### src/rtl/core/prm_pkg.sv
package prm_pkg;

    // Coordinate and result geometry.
    localparam int COORD_BITS   = 20;
    localparam int FRAC_BITS    = 8;
    localparam int MAX_VERTICES = 4096;

    localparam int CNT_W   = $clog2(MAX_VERTICES + 1);
    localparam int PROD_W  = 2 * COORD_BITS + 1;
    localparam int CROSS_W = 53;
    localparam int AREA_W  = 52;
    localparam int LEN_W   = 41;

    // The square root works on two radicand bits per step; the radicand is the
    // sum of squares followed by two fraction bits per result fraction bit.
    localparam int RAD_PAIRS  = (PROD_W + 2 * FRAC_BITS + 1) / 2;
    localparam int RAD_W      = 2 * RAD_PAIRS;
    localparam int RAD_PAD_W  = RAD_W - PROD_W - 2 * FRAC_BITS;
    localparam int ROOT_W     = RAD_PAIRS;
    localparam int REM_W      = ROOT_W + 2;
    localparam int MUL_CNT_W  = $clog2(COORD_BITS);
    localparam int ROOT_CNT_W = $clog2(RAD_PAIRS);

    // Stream packing.
    localparam int IN_TDATA_W   = ((2 * COORD_BITS + 7) / 8) * 8;
    localparam int OUT_FIELDS_W = 4 * COORD_BITS + AREA_W + 1 + LEN_W + CNT_W + 1;
    localparam int OUT_TDATA_W  = ((OUT_FIELDS_W + 7) / 8) * 8;
    localparam int OUT_PAD_W    = OUT_TDATA_W - OUT_FIELDS_W;

    typedef logic signed [COORD_BITS-1:0] t_coord;

    // Status of a serial arithmetic unit.
    typedef struct packed {
        logic busy;
        logic done;
    } t_unit_stat;

endpackage

### src/rtl/core/prm_seg_mac.sv
// Bit-serial multiply-accumulate for one edge: the shoelace cross term
// ax*by - ay*bx and the squared length dx*dx + dy*dy, one multiplier bit per cycle.
module prm_seg_mac import prm_pkg::*; (
    input  logic                     i_clk,
    input  logic                     i_rst_n,
    input  logic                     i_start,
    input  t_coord                   i_ax,
    input  t_coord                   i_ay,
    input  t_coord                   i_bx,
    input  t_coord                   i_by,
    output logic signed [PROD_W-1:0] o_cross,
    output logic [PROD_W-1:0]        o_sumsq,
    output t_unit_stat               o_stat
);

    logic                     r_busy;
    logic                     r_done;
    logic [MUL_CNT_W-1:0]     r_cnt;
    logic [COORD_BITS-1:0]    r_mplr_by;
    logic [COORD_BITS-1:0]    r_mplr_bx;
    logic [COORD_BITS-1:0]    r_mplr_dx;
    logic [COORD_BITS-1:0]    r_mplr_dy;
    logic signed [PROD_W-1:0] r_mcand_ax;
    logic signed [PROD_W-1:0] r_mcand_ay;
    logic [PROD_W-1:0]        r_mcand_dx;
    logic [PROD_W-1:0]        r_mcand_dy;
    logic signed [PROD_W-1:0] r_cross;
    logic [PROD_W-1:0]        r_sumsq;

    logic signed [PROD_W-1:0] n_cross;
    logic [PROD_W-1:0]        n_sumsq;
    logic signed [COORD_BITS:0] w_diff_x;
    logic signed [COORD_BITS:0] w_diff_y;
    logic [COORD_BITS:0]      w_abs_x;
    logic [COORD_BITS:0]      w_abs_y;
    logic                     w_sign_step;
    logic signed [PROD_W-1:0] w_pp_a;
    logic signed [PROD_W-1:0] w_pp_b;
    logic [PROD_W-1:0]        w_sq_x;
    logic [PROD_W-1:0]        w_sq_y;

    assign w_diff_x = {i_bx[COORD_BITS-1], i_bx} - {i_ax[COORD_BITS-1], i_ax};
    assign w_diff_y = {i_by[COORD_BITS-1], i_by} - {i_ay[COORD_BITS-1], i_ay};
    assign w_abs_x  = w_diff_x[COORD_BITS] ? (~w_diff_x + 1'b1) : w_diff_x;
    assign w_abs_y  = w_diff_y[COORD_BITS] ? (~w_diff_y + 1'b1) : w_diff_y;

    // The sign bit of a two's complement multiplier carries negative weight.
    assign w_sign_step = (r_cnt == MUL_CNT_W'(COORD_BITS - 1));
    assign w_pp_a      = r_mplr_by[0] ? r_mcand_ax : '0;
    assign w_pp_b      = r_mplr_bx[0] ? r_mcand_ay : '0;
    assign w_sq_x      = r_mplr_dx[0] ? r_mcand_dx : '0;
    assign w_sq_y      = r_mplr_dy[0] ? r_mcand_dy : '0;

    always_comb begin
        if (w_sign_step) begin
            n_cross = r_cross + (w_pp_b - w_pp_a);
        end else begin
            n_cross = r_cross + (w_pp_a - w_pp_b);
        end
        n_sumsq = r_sumsq + w_sq_x + w_sq_y;
    end

    always_ff @(posedge i_clk) begin
        if (!i_rst_n) begin
            r_busy <= 1'b0;
            r_done <= 1'b0;
            r_cnt  <= '0;
        end else begin
            r_done <= 1'b0;
            if (i_start) begin
                r_busy <= 1'b1;
                r_cnt  <= '0;
            end else if (r_busy) begin
                r_cnt <= r_cnt + 1'b1;
                if (w_sign_step) begin
                    r_busy <= 1'b0;
                    r_done <= 1'b1;
                end
            end
        end
    end

    always_ff @(posedge i_clk) begin
        if (i_start) begin
            r_mplr_by  <= i_by;
            r_mplr_bx  <= i_bx;
            r_mplr_dx  <= w_abs_x[COORD_BITS-1:0];
            r_mplr_dy  <= w_abs_y[COORD_BITS-1:0];
            r_mcand_ax <= {{(PROD_W - COORD_BITS){i_ax[COORD_BITS-1]}}, i_ax};
            r_mcand_ay <= {{(PROD_W - COORD_BITS){i_ay[COORD_BITS-1]}}, i_ay};
            r_mcand_dx <= {{(PROD_W - COORD_BITS){1'b0}}, w_abs_x[COORD_BITS-1:0]};
            r_mcand_dy <= {{(PROD_W - COORD_BITS){1'b0}}, w_abs_y[COORD_BITS-1:0]};
            r_cross    <= '0;
            r_sumsq    <= '0;
        end else if (r_busy) begin
            r_mplr_by  <= r_mplr_by >> 1;
            r_mplr_bx  <= r_mplr_bx >> 1;
            r_mplr_dx  <= r_mplr_dx >> 1;
            r_mplr_dy  <= r_mplr_dy >> 1;
            r_mcand_ax <= r_mcand_ax <<< 1;
            r_mcand_ay <= r_mcand_ay <<< 1;
            r_mcand_dx <= r_mcand_dx << 1;
            r_mcand_dy <= r_mcand_dy << 1;
            r_cross    <= n_cross;
            r_sumsq    <= n_sumsq;
        end
    end

    assign o_cross     = r_cross;
    assign o_sumsq     = r_sumsq;
    assign o_stat.busy = r_busy;
    assign o_stat.done = r_done;

endmodule

### src/rtl/core/prm_root.sv
// Restoring square root, one result bit per cycle, with FRAC_BITS fraction bits.
module prm_root import prm_pkg::*; (
    input  logic              i_clk,
    input  logic              i_rst_n,
    input  logic              i_start,
    input  logic [PROD_W-1:0] i_radicand,
    output logic [ROOT_W-1:0] o_root,
    output t_unit_stat        o_stat
);

    logic                  r_busy;
    logic                  r_done;
    logic [ROOT_CNT_W-1:0] r_cnt;
    logic [RAD_W-1:0]      r_rad;
    logic [REM_W-1:0]      r_rem;
    logic [ROOT_W-1:0]     r_root;

    logic                  w_last_step;
    logic [REM_W-1:0]      w_rem_sh;
    logic [REM_W-1:0]      w_trial;
    logic                  w_ge;
    logic [REM_W-1:0]      n_rem;

    assign w_last_step = (r_cnt == ROOT_CNT_W'(RAD_PAIRS - 1));
    assign w_rem_sh    = {r_rem[REM_W-3:0], r_rad[RAD_W-1 -: 2]};
    assign w_trial     = {r_root, 2'b01};
    assign w_ge        = (w_rem_sh >= w_trial);
    assign n_rem       = w_ge ? (w_rem_sh - w_trial) : w_rem_sh;

    always_ff @(posedge i_clk) begin
        if (!i_rst_n) begin
            r_busy <= 1'b0;
            r_done <= 1'b0;
            r_cnt  <= '0;
        end else begin
            r_done <= 1'b0;
            if (i_start) begin
                r_busy <= 1'b1;
                r_cnt  <= '0;
            end else if (r_busy) begin
                r_cnt <= r_cnt + 1'b1;
                if (w_last_step) begin
                    r_busy <= 1'b0;
                    r_done <= 1'b1;
                end
            end
        end
    end

    always_ff @(posedge i_clk) begin
        if (i_start) begin
            r_rad  <= {{RAD_PAD_W{1'b0}}, i_radicand, {(2 * FRAC_BITS){1'b0}}};
            r_rem  <= '0;
            r_root <= '0;
        end else if (r_busy) begin
            r_rad  <= r_rad << 2;
            r_rem  <= n_rem;
            r_root <= {r_root[ROOT_W-2:0], w_ge};
        end
    end

    assign o_root      = r_root;
    assign o_stat.busy = r_busy;
    assign o_stat.done = r_done;

endmodule

### src/rtl/core/polygon_ring_metrics_top.sv
// Polygon ring metrics: bounding box, shoelace area and perimeter of a shape.
// Vertices enter on the slave stream, one transfer per vertex, with tlast on
// the final vertex of the shape. Each shape yields one result transfer on the
// master stream carrying the box, twice the absolute area, the clockwise flag,
// the perimeter in fixed point, the vertex count and the overflow flag.
// The configuration channel sets ring mode; it is always ready and should be
// written only while no shape is in flight.
// The first vertex of a shape is only stored. Every further vertex runs a
// bit-serial multiply for the cross and squared terms, then a restoring square
// root for the segment length; no new vertex is accepted until it is done.
// The last vertex then runs the closing edge, with the square root only in
// ring mode, before the result is registered.
// Vertices past MAX_VERTICES are dropped and reported through the overflow flag.
// Reset (synchronous, active low) clears the shape, ring mode and the result.
// While the receiver stalls, the result is held in the output register and
// vertices of the next shape are still accepted; only a new result waits.
module polygon_ring_metrics_top import prm_pkg::*; (
    input  logic                   i_clk,
    input  logic                   i_rst_n,
    // Vertex stream. tdata: vertex_x [19:0], vertex_y [39:20].
    input  logic                   i_s_axis_tvalid,
    output logic                   o_s_axis_tready,
    input  logic [IN_TDATA_W-1:0]  i_s_axis_tdata,
    input  logic                   i_s_axis_tlast,
    // Result stream. tdata: box_min_x [19:0], box_max_x [39:20],
    // box_min_y [59:40], box_max_y [79:60], double_area [131:80],
    // is_clockwise [132], perimeter [173:133], vertex_total [186:174],
    // overflowed [187], zero fill [191:188].
    output logic                   o_m_axis_tvalid,
    input  logic                   i_m_axis_tready,
    output logic [OUT_TDATA_W-1:0] o_m_axis_tdata,
    // Configuration: ring_mode.
    input  logic                   i_cfg_valid,
    output logic                   o_cfg_ready,
    input  logic                   i_cfg_data
);

    typedef enum logic [4:0] {
        S_IDLE   = 5'b00001,
        S_LAUNCH = 5'b00010,
        S_MUL    = 5'b00100,
        S_ROOT   = 5'b01000,
        S_EMIT   = 5'b10000
    } t_state;

    t_state                    r_state;
    t_state                    n_state;

    // Shape state.
    logic                      r_ring;
    logic [CNT_W-1:0]          r_count;
    logic                      r_overflow;
    logic signed [CROSS_W-1:0] r_cross_sum;
    logic [LEN_W-1:0]          r_len_sum;
    t_coord                    r_first_x;
    t_coord                    r_first_y;
    t_coord                    r_prev_x;
    t_coord                    r_prev_y;
    t_coord                    r_min_x;
    t_coord                    r_max_x;
    t_coord                    r_min_y;
    t_coord                    r_max_y;

    // Job control: the current edge is the closing edge, it adds to the
    // perimeter, and a closing edge is still to follow.
    logic                      r_job_close;
    logic                      r_job_len;
    logic                      r_pend_close;

    // Result register.
    logic                      r_out_valid;
    t_coord                    r_res_min_x;
    t_coord                    r_res_max_x;
    t_coord                    r_res_min_y;
    t_coord                    r_res_max_y;
    logic [AREA_W-1:0]         r_res_area;
    logic                      r_res_cw;
    logic [LEN_W-1:0]          r_res_perim;
    logic [CNT_W-1:0]          r_res_total;
    logic                      r_res_ovf;

    t_coord                    w_in_x;
    t_coord                    w_in_y;
    logic                      w_in_fire;
    logic                      w_full;
    logic                      w_take;
    logic                      w_edge;
    logic                      w_emit;
    logic                      w_mac_start;
    logic                      w_root_start;
    t_coord                    w_op_bx;
    t_coord                    w_op_by;
    logic signed [PROD_W-1:0]  w_cross;
    logic [PROD_W-1:0]         w_sumsq;
    logic [ROOT_W-1:0]         w_root;
    t_unit_stat                w_mac_stat;
    t_unit_stat                w_root_stat;
    logic signed [CROSS_W:0]   w_cross_ext;
    logic signed [CROSS_W-1:0] w_cross_sat;
    logic [LEN_W:0]            w_len_ext;
    logic [LEN_W-1:0]          w_len_sat;
    logic [CROSS_W-1:0]        w_abs;
    logic [AREA_W-1:0]         w_area;

    assign w_in_x    = i_s_axis_tdata[COORD_BITS-1:0];
    assign w_in_y    = i_s_axis_tdata[2*COORD_BITS-1:COORD_BITS];

    assign o_s_axis_tready = (r_state == S_IDLE);
    assign o_cfg_ready     = 1'b1;

    assign w_in_fire = i_s_axis_tvalid & o_s_axis_tready;
    assign w_full    = (r_count >= CNT_W'(MAX_VERTICES));
    assign w_take    = w_in_fire & ~w_full;
    assign w_edge    = w_take & (r_count != '0);
    assign w_emit    = (r_state == S_EMIT) & (~r_out_valid | i_m_axis_tready);

    // An edge always starts at the previous vertex; it ends at the new vertex,
    // or at the first vertex for the closing edge.
    assign w_mac_start  = w_edge | (r_state == S_LAUNCH);
    assign w_op_bx      = (r_state == S_LAUNCH) ? r_first_x : w_in_x;
    assign w_op_by      = (r_state == S_LAUNCH) ? r_first_y : w_in_y;
    assign w_root_start = (r_state == S_MUL) & w_mac_stat.done & r_job_len;

    prm_seg_mac u_mac (
        .i_clk   (i_clk),
        .i_rst_n (i_rst_n),
        .i_start (w_mac_start),
        .i_ax    (r_prev_x),
        .i_ay    (r_prev_y),
        .i_bx    (w_op_bx),
        .i_by    (w_op_by),
        .o_cross (w_cross),
        .o_sumsq (w_sumsq),
        .o_stat  (w_mac_stat)
    );

    prm_root u_root (
        .i_clk      (i_clk),
        .i_rst_n    (i_rst_n),
        .i_start    (w_root_start),
        .i_radicand (w_sumsq),
        .o_root     (w_root),
        .o_stat     (w_root_stat)
    );

    // The shoelace sum saturates to its signed range on every edge.
    assign w_cross_ext = {r_cross_sum[CROSS_W-1], r_cross_sum}
                       + {{(CROSS_W + 1 - PROD_W){w_cross[PROD_W-1]}}, w_cross};
    always_comb begin
        if (w_cross_ext[CROSS_W] != w_cross_ext[CROSS_W-1]) begin
            w_cross_sat = w_cross_ext[CROSS_W] ? {1'b1, {(CROSS_W - 1){1'b0}}}
                                               : {1'b0, {(CROSS_W - 1){1'b1}}};
        end else begin
            w_cross_sat = w_cross_ext[CROSS_W-1:0];
        end
    end

    // The perimeter saturates at its all-ones value.
    assign w_len_ext = {1'b0, r_len_sum} + {{(LEN_W + 1 - ROOT_W){1'b0}}, w_root};
    assign w_len_sat = w_len_ext[LEN_W] ? {LEN_W{1'b1}} : w_len_ext[LEN_W-1:0];

    // Magnitude of the sum; the most negative sum exceeds the area range.
    assign w_abs  = r_cross_sum[CROSS_W-1] ? (~r_cross_sum + 1'b1) : r_cross_sum;
    assign w_area = w_abs[CROSS_W-1] ? {AREA_W{1'b1}} : w_abs[AREA_W-1:0];

    always_comb begin
        n_state = r_state;
        unique case (r_state)
            S_IDLE: begin
                if (w_in_fire) begin
                    if (w_edge) begin
                        n_state = S_MUL;
                    end else if (i_s_axis_tlast) begin
                        n_state = S_LAUNCH;
                    end
                end
            end
            S_LAUNCH: begin
                n_state = S_MUL;
            end
            S_MUL: begin
                if (w_mac_stat.done) begin
                    n_state = r_job_len ? S_ROOT : S_EMIT;
                end
            end
            S_ROOT: begin
                if (w_root_stat.done) begin
                    if (r_job_close) begin
                        n_state = S_EMIT;
                    end else if (r_pend_close) begin
                        n_state = S_LAUNCH;
                    end else begin
                        n_state = S_IDLE;
                    end
                end
            end
            S_EMIT: begin
                if (w_emit) begin
                    n_state = S_IDLE;
                end
            end
            default: begin
                n_state = S_IDLE;
            end
        endcase
    end

    // Control state and accumulators.
    always_ff @(posedge i_clk) begin
        if (!i_rst_n) begin
            r_state      <= S_IDLE;
            r_ring       <= 1'b0;
            r_count      <= '0;
            r_overflow   <= 1'b0;
            r_cross_sum  <= '0;
            r_len_sum    <= '0;
            r_job_close  <= 1'b0;
            r_job_len    <= 1'b0;
            r_pend_close <= 1'b0;
            r_out_valid  <= 1'b0;
        end else begin
            r_state <= n_state;

            if (i_cfg_valid && o_cfg_ready) begin
                r_ring <= i_cfg_data;
            end

            if (w_in_fire) begin
                if (w_full) begin
                    r_overflow <= 1'b1;
                end else begin
                    r_count <= r_count + 1'b1;
                end
                if (w_edge) begin
                    r_job_close  <= 1'b0;
                    r_job_len    <= 1'b1;
                    r_pend_close <= i_s_axis_tlast;
                end
            end

            if (r_state == S_LAUNCH) begin
                r_job_close  <= 1'b1;
                r_job_len    <= r_ring;
                r_pend_close <= 1'b0;
            end

            if ((r_state == S_MUL) && w_mac_stat.done) begin
                r_cross_sum <= w_cross_sat;
            end

            if ((r_state == S_ROOT) && w_root_stat.done) begin
                r_len_sum <= w_len_sat;
            end

            if (o_m_axis_tvalid && i_m_axis_tready && !w_emit) begin
                r_out_valid <= 1'b0;
            end

            if (w_emit) begin
                r_out_valid <= 1'b1;
                r_count     <= '0;
                r_overflow  <= 1'b0;
                r_cross_sum <= '0;
                r_len_sum   <= '0;
            end
        end
    end

    // Vertex registers, bounding box and the result payload.
    always_ff @(posedge i_clk) begin
        if (w_take) begin
            r_prev_x <= w_in_x;
            r_prev_y <= w_in_y;
            if (r_count == '0) begin
                r_first_x <= w_in_x;
                r_first_y <= w_in_y;
                r_min_x   <= w_in_x;
                r_max_x   <= w_in_x;
                r_min_y   <= w_in_y;
                r_max_y   <= w_in_y;
            end else begin
                if (w_in_x < r_min_x) begin
                    r_min_x <= w_in_x;
                end
                if (w_in_x > r_max_x) begin
                    r_max_x <= w_in_x;
                end
                if (w_in_y < r_min_y) begin
                    r_min_y <= w_in_y;
                end
                if (w_in_y > r_max_y) begin
                    r_max_y <= w_in_y;
                end
            end
        end

        if (w_emit) begin
            r_res_min_x <= r_min_x;
            r_res_max_x <= r_max_x;
            r_res_min_y <= r_min_y;
            r_res_max_y <= r_max_y;
            r_res_area  <= w_area;
            r_res_cw    <= r_ring & r_cross_sum[CROSS_W-1];
            r_res_perim <= r_len_sum;
            r_res_total <= r_count;
            r_res_ovf   <= r_overflow;
        end
    end

    assign o_m_axis_tvalid = r_out_valid;
    assign o_m_axis_tdata  = {{OUT_PAD_W{1'b0}}, r_res_ovf, r_res_total, r_res_perim,
                              r_res_cw, r_res_area, r_res_max_y, r_res_min_y,
                              r_res_max_x, r_res_min_x};

    // Vertices are taken only when both serial units are quiet.
    a_ready_units_idle: assert property (@(posedge i_clk) disable iff (!i_rst_n)
        o_s_axis_tready |-> (!w_mac_stat.busy && !w_root_stat.busy))
        else $error("vertex accepted while an edge is still being computed");

    a_mac_done_state: assert property (@(posedge i_clk) disable iff (!i_rst_n)
        w_mac_stat.done |-> (r_state == S_MUL))
        else $error("multiplier finished outside the multiply state");

    a_root_done_state: assert property (@(posedge i_clk) disable iff (!i_rst_n)
        w_root_stat.done |-> (r_state == S_ROOT))
        else $error("square root finished outside the root state");

    a_overflow_at_max: assert property (@(posedge i_clk) disable iff (!i_rst_n)
        r_overflow |-> (r_count == CNT_W'(MAX_VERTICES)))
        else $error("overflow flagged before the vertex limit was reached");

    a_count_bound: assert property (@(posedge i_clk) disable iff (!i_rst_n)
        r_count <= CNT_W'(MAX_VERTICES))
        else $error("vertex count passed the limit");

endmodule

### config.mk
export PLATFORM = sky130hd
export DESIGN_NAME = polygon_ring_metrics_top
export DESIGN_NICKNAME = d
export VERILOG_FILES = /design/src/rtl/core/prm_pkg.sv /design/src/rtl/core/prm_seg_mac.sv /design/src/rtl/core/prm_root.sv /design/src/rtl/core/polygon_ring_metrics_top.sv
export SDC_FILE = /design/constraint.sdc
export NUM_CORES = 2
export LEC_CHECK = 0
export ABC_AREA = 1
export BUFFER_PORTS_ARGS = -buffer_cell sky130_fd_sc_hd__buf_2
export CAP_MARGIN = 20
export CORE_AREA = 2 2 396 280
export CTS_BUF_LIST = sky130_fd_sc_hd__clkbuf_8
export CTS_CLUSTER_DIAMETER = 40
export DETAILED_ROUTE_END_ITERATION = 7
export DIE_AREA = 0 0 398 282
export GPL_TIMING_DRIVEN = 0
export PLACE_DENSITY = 0.74
export SETUP_SLACK_MARGIN = 0.15
export SKIP_LAST_GASP = 1
export SLEW_MARGIN = 40
export SYNTH_ARGS = -nofsm -noshare
export SYNTH_HDL_FRONTEND = slang
export SYNTH_HIERARCHICAL = 1
export SYNTH_SLANG_ARGS = --single-unit
### constraint.sdc
create_clock -name i_clk -period 12.65 [get_ports i_clk]
set_input_delay 0.6325 -clock i_clk [delete_from_list [all_inputs] [get_ports i_clk]]
set_output_delay 0.6325 -clock i_clk [all_outputs]
set_load 0.02 [all_outputs]
Word-level counts from Yosys, hierarchy flattened
Cells that the tools add are included.

cells by class
  add/sub/neg operators = 17
  multipliers = 0
  div/mod/pow operators = 0
  $lt $le $gt $ge = 6
  equality and inequality tests = 13
  shifts and indexed selects = 0
  muxes and demuxes = 66
  bitwise operators = 17
  reductions and logical operators = 32

operators by type and width
  operator                                                         number
  20-bit two-way mux                                               24
  41-bit two-way mux                                               10
  41-bit adder                                                     4
  53-bit two-way mux                                               3
  57-bit two-way mux                                               2
  41-bit subtractor                                                2
  53-bit by 41-bit adder with 54-bit output                        1
  53-bit by 1-bit adder with 53-bit output, second input constant  1
  53-bit NOT                                                       1
  41-bit by 29-bit adder with 42-bit output                        1
  20-bit by 20-bit subtractor with 21-bit output                   2
  20-bit by 1-bit adder with 20-bit output, second input constant  2
  20-bit > comparator                                              2
  20-bit < comparator                                              2
  5-bit two-way mux                                                8
  20-bit NOT                                                       2
  31-bit >= comparator                                             1
  29-bit two-way mux                                               1
  29-bit subtractor                                                1
  5-bit case mux with 5 select lines                               1
  2-bit AND reduction                                              9
  2-bit nonzero test                                               9
  1-bit two-way mux                                                16
  5-bit equality test, second input constant                       3
  22 further kinds                                                 43

storage, ports and cells
  bits in registers = 906
  bits in latches = 0
  RAM bits = 0
  memory bits (read-only) = 0
  input port bits = 47
  output and inout port bits = 195
  word-level logic and storage cells = 200
  memories = 0

Logic depth before layout (Yosys ltp)
  depth after elaboration = 7
  depth in mapped cells = 26
  gate-level depth less buffers = 26

By module
Netlist, hierarchy kept.

by module, submodules not included
  module                    times used  cells an instance  area each (µm²)  seq. area each (µm²)
  prm_seg_mac               1           4,097              28,369.7         8,688.3
  polygon_ring_metrics_top  1           2,954              25,549.5         12,812.3
  prm_root                  1           903                6,331.1          2,552.4

Least setup slack after synthesis
Ideal clock, no wire load.

  path kind = in2reg
  start point = in i_m_axis_tready
  end point = reg r_len_sum[17]
  setup time = 117 ps
  arrival time = 10,349 ps
  required time = 12,533 ps
  slack = 2,184 ps
  stages = 7
  buffers on the path = 2
  cells stage by stage = nor2_1 > nor2_1 > nor2_1 > clkbuf_1 > clkbuf_1 > o21ai_0 > nor2_1

on the way
  word-level cells in the longest chain between the ends = 3

ends and longest elaborated chain
  what                          line                             source
  start: declaration            polygon_ring_metrics_top.sv:30   input logic i_m_axis_tready,
  1-bit bitwise OR              polygon_ring_metrics_top.sv:115  assign w_emit = (r_state == S_EMIT) & (~r_out_valid | i_m_axis_tready);
  1-bit bitwise AND             polygon_ring_metrics_top.sv:115
  via w_emit                    polygon_ring_metrics_top.sv:88   logic w_emit;
  2-bit OR reduction (no line)  -
  end signal: assignment        polygon_ring_metrics_top.sv:252  r_len_sum <= w_len_sat;
  end: declaration              polygon_ring_metrics_top.sv:54   logic [LEN_W-1:0] r_len_sum;

The timed path passes the listed nets, and every way through them passes these cells.
A chain may end at the register's enable or synchronous reset.

Worst setup path after layout
  start point = reg r_state[2]
  end point = reg u_mac.r_mplr_dy[3] (data pin)

on the way
  word-level cells in the longest chain between the ends = 7
  elaborated cells between the ends (all ways) = 12
  classes of those cells = add/sub (2); eq/ne (2); mux (3); bitwise (5)

ends and longest elaborated chain
  what                                                line                             source
  start: declaration                                  polygon_ring_metrics_top.sv:46   t_state r_state;
  start signal: assignment                            polygon_ring_metrics_top.sv:222  r_state <= n_state;
  5-bit by 2-bit equality test with 1-bit output (*)  polygon_ring_metrics_top.sv:121  assign w_op_by = (r_state == S_LAUNCH) ? r_first_y : w_in_y;
  20-bit two-way mux (*)                              polygon_ring_metrics_top.sv:121
  via w_op_by[0]                                      polygon_ring_metrics_top.sv:92   t_coord w_op_by;
  20-bit by 20-bit subtractor with 21-bit output (*)  prm_seg_mac.sv:43                assign w_diff_y = {i_by[COORD_BITS-1], i_by} - {i_ay[COORD_BITS-1], i_ay};
  20-bit NOT                                          prm_seg_mac.sv:45                assign w_abs_y = w_diff_y[COORD_BITS] ? (~w_diff_y + 1'b1) : w_diff_y;
  20-bit by 1-bit adder with 20-bit output            prm_seg_mac.sv:45
  20-bit two-way mux (*)                              prm_seg_mac.sv:45
  20-bit two-way mux (*)                              prm_seg_mac.sv:84                if (i_start) begin
  end signal: assignment                              prm_seg_mac.sv:88                r_mplr_dy <= w_abs_y[COORD_BITS-1:0];
  end signal: assignment                              prm_seg_mac.sv:99                r_mplr_dy <= r_mplr_dy >> 1;
  end: declaration                                    prm_seg_mac.sv:22                logic [COORD_BITS-1:0] r_mplr_dy;

The timed path passes the listed nets; every way through them passes the cells marked *.

==> qor.txt <==
GP Congestion: 1.05
RSZ-0062 raised after global routing: false
number of setup violations in the final report: 0
I/O Pins: 242
CP endpoint kind: register
DR vias/cell: 5.60
share of layout cells above drive strength 1: 7.72%
Max-Cap Viols: 0
GRT Total Usage: 35.6%
drc violations: 0
WHS Endpoint: r_max_x[10]
area grow syn2layout: 11.7%
starting DRC count in detailed routing: 6355
Largest regs: r_cross_sum (53), r_res_area (52), u_root/r_rad (42)
Relative slew margins: 38.1%
HPWL Detailed: 164000 um
fmax: 195 MHz
PostCTS Resize Cnt: 0
Pleak: 33.4 nW
WL final: 203000 um
CTS buffer count: 154
fin. max-slew vios: 0
Avg Inst Size Synth: 7.57 um^2
first-pass GRT wire length: 303000 um
outcome: completed
Initial Util: 55.7%
CTS tree: done
cell depth of the worst flop-to-flop path: 22
CP required: 13.26 ns
routed wire length per instance: 20.4 um
Hold Violations, Final: 0
Reg-to-Reg End: u_mac/r_mplr_dy[3]
die area: 112000 um^2
Slew @ Worst Pin: 0.928 ns
worst skew pair latency: 0.92 ns
Clock Tree Buf Depth: 3
Cell Count, Final, Fillers Out: 9974
CTS clk-pin slew, worst paths: 0.06 ns
Hold Startpoint: i_s_axis_tdata[10]
synthesized netlist cell count: 7952
Die W: 398 um
HP Class: in2reg
critical path class: reg2reg
Root Buffer: clkbuf_8
pwr dens: 288 nW/um^2
Setup TNS Final: 0 ns
port bufs: 236
peak supply drop: 186 uV
RR Startpoint: r_state[2]
Worst EP arrival: 5.73 ns
Placeable Area: 108000 um^2
CP Max Fanout: 10
R2R Setup Slk: 7.52 ns
vias in the first global route: 51.4k
routed vias: 55.9k
Tcrit/Tclk final: 40.5%
CTS sink cnt: 906
Remaining Overflow, GRT: 0
cell row count: 101
max reg flops: 53
Tmin final: 5.13 ns
largest net degree at the start of global routing: 42
CP startpoint kind: register
Largest Register: r_cross_sum
Syn. warnings: 6
placed cells: 9656
mapped cell area: 60200 um^2
initial antenna violation count: 2
Layout Nets: 8938
Pre-antenna DRT Iters: 8
die height: 282 um
H-tree depth: 4
Fin Clk Skew: 0.0794 ns
post-route ant nets: 0
Worst Hold Path Cells: 1
[critical path, stage by stage, from the launching register on]
cell and delay, ns:
dfxtp_1 0.33, nor2_1 0.15, nand2_1 0.16, nor3_4 0.47, buf_6 0.26, clkbuf_1 0.48, o21ai_0 0.19, inv_1 0.15
ha_1 0.16, inv_1 0.09, fa_1 0.46, nand3_1 0.13, nand2_2 0.10, nand3_1 0.13, nand3_2 0.11, a21oi_2 0.19
or2_4 0.15, nand2_4 0.09, inv_2 0.09, buf_6 0.16, nand2_1 0.09, o21ai_1 0.55, nand2_1 0.13
[area by class of cell]
cell class / instances / area, um^2
clock buffer: 164 / 2260
inverter: 1238 / 4650
buffer: 189 / 901
sequential: 906 / 24100
antenna: 4 / 10.0
multi-input combinational: 5622 / 30700
timing repair buffer: 296 / 1950
clock inverter: 113 / 935
fill: 9774 / 40800
tap: 1442 / 1800
[per-stage QoR]
step	hold slack, ns	total power, mW	worst slack, ns	utilization, %	instance area, um^2
after CTS	0.00401	19.0	7.62	62.2	67200
final	0.0625	19.4	7.52	62.2	67300
after detailed placement	0.421	16.1	7.66	58.9	63700
after floorplan	0.408	12.7	2.18	-	60200
after global placement	0.416	16.1	-6.10	58.5	63200
after global routing	0.0293	20.8	7.20	62.2	67300
[cell usage in the layout, fill, tap and decap left out, drive strengths merged, types with 92 or more instances in the layout]
cell type	instances
clkbuf	306
nand3	393
o21ai	467
nor3	129
buf	306
ha	359
dfxtp	315
nor2	586
nand4	92
edfxtp	591
a21oi	561
fa	125
inv	1285
nand2	2388
[how the worst max path moves through the flow]
stage / from / to / slack, ns / cells after the start
CTS: r_state[2] / u_mac/r_mplr_dy[3] / 7.62 / 22
global placement: r_state[0] / r_len_sum[17] / -6.10 / 8
finish: r_state[2] / u_mac/r_mplr_dy[3] / 7.52 / 22
detailed placement: r_state[2] / u_mac/r_mplr_dy[3] / 7.66 / 22
floorplan: i_m_axis_tready / r_len_sum[17] / 2.18 / 7
global route: r_state[2] / u_mac/r_mcand_dx[3] / 7.20 / 24
[power by group]
group          switching (mW)  leakage (nW)  internal [mW]  total [mW]
logic                    8.29          23.8           3.56        11.8
registers               0.489          7.91           4.28        4.77
clock network            1.30          1.74           1.47        2.77
total                    10.1          33.4           9.31        19.4
[timing repair]
item                       in CTS  in global routing
hold buffers                   37                  0
hold endpoints to repair      128                  0
buffers inserted                0                  0
setup endpoints to repair       0                  0
[metal layers]
layer  global-route usage [%]  vias to the layer above  routed length, um
li1                         -                    26900                  -
met1                     52.5                    26100              91400
met2                     51.9                     2548              83900
met3                     8.16                      283              21800
met4                     10.6                        0               5820
met5                        0                        -                  0
No activity file was read; power rests on OpenSTA's default activity.
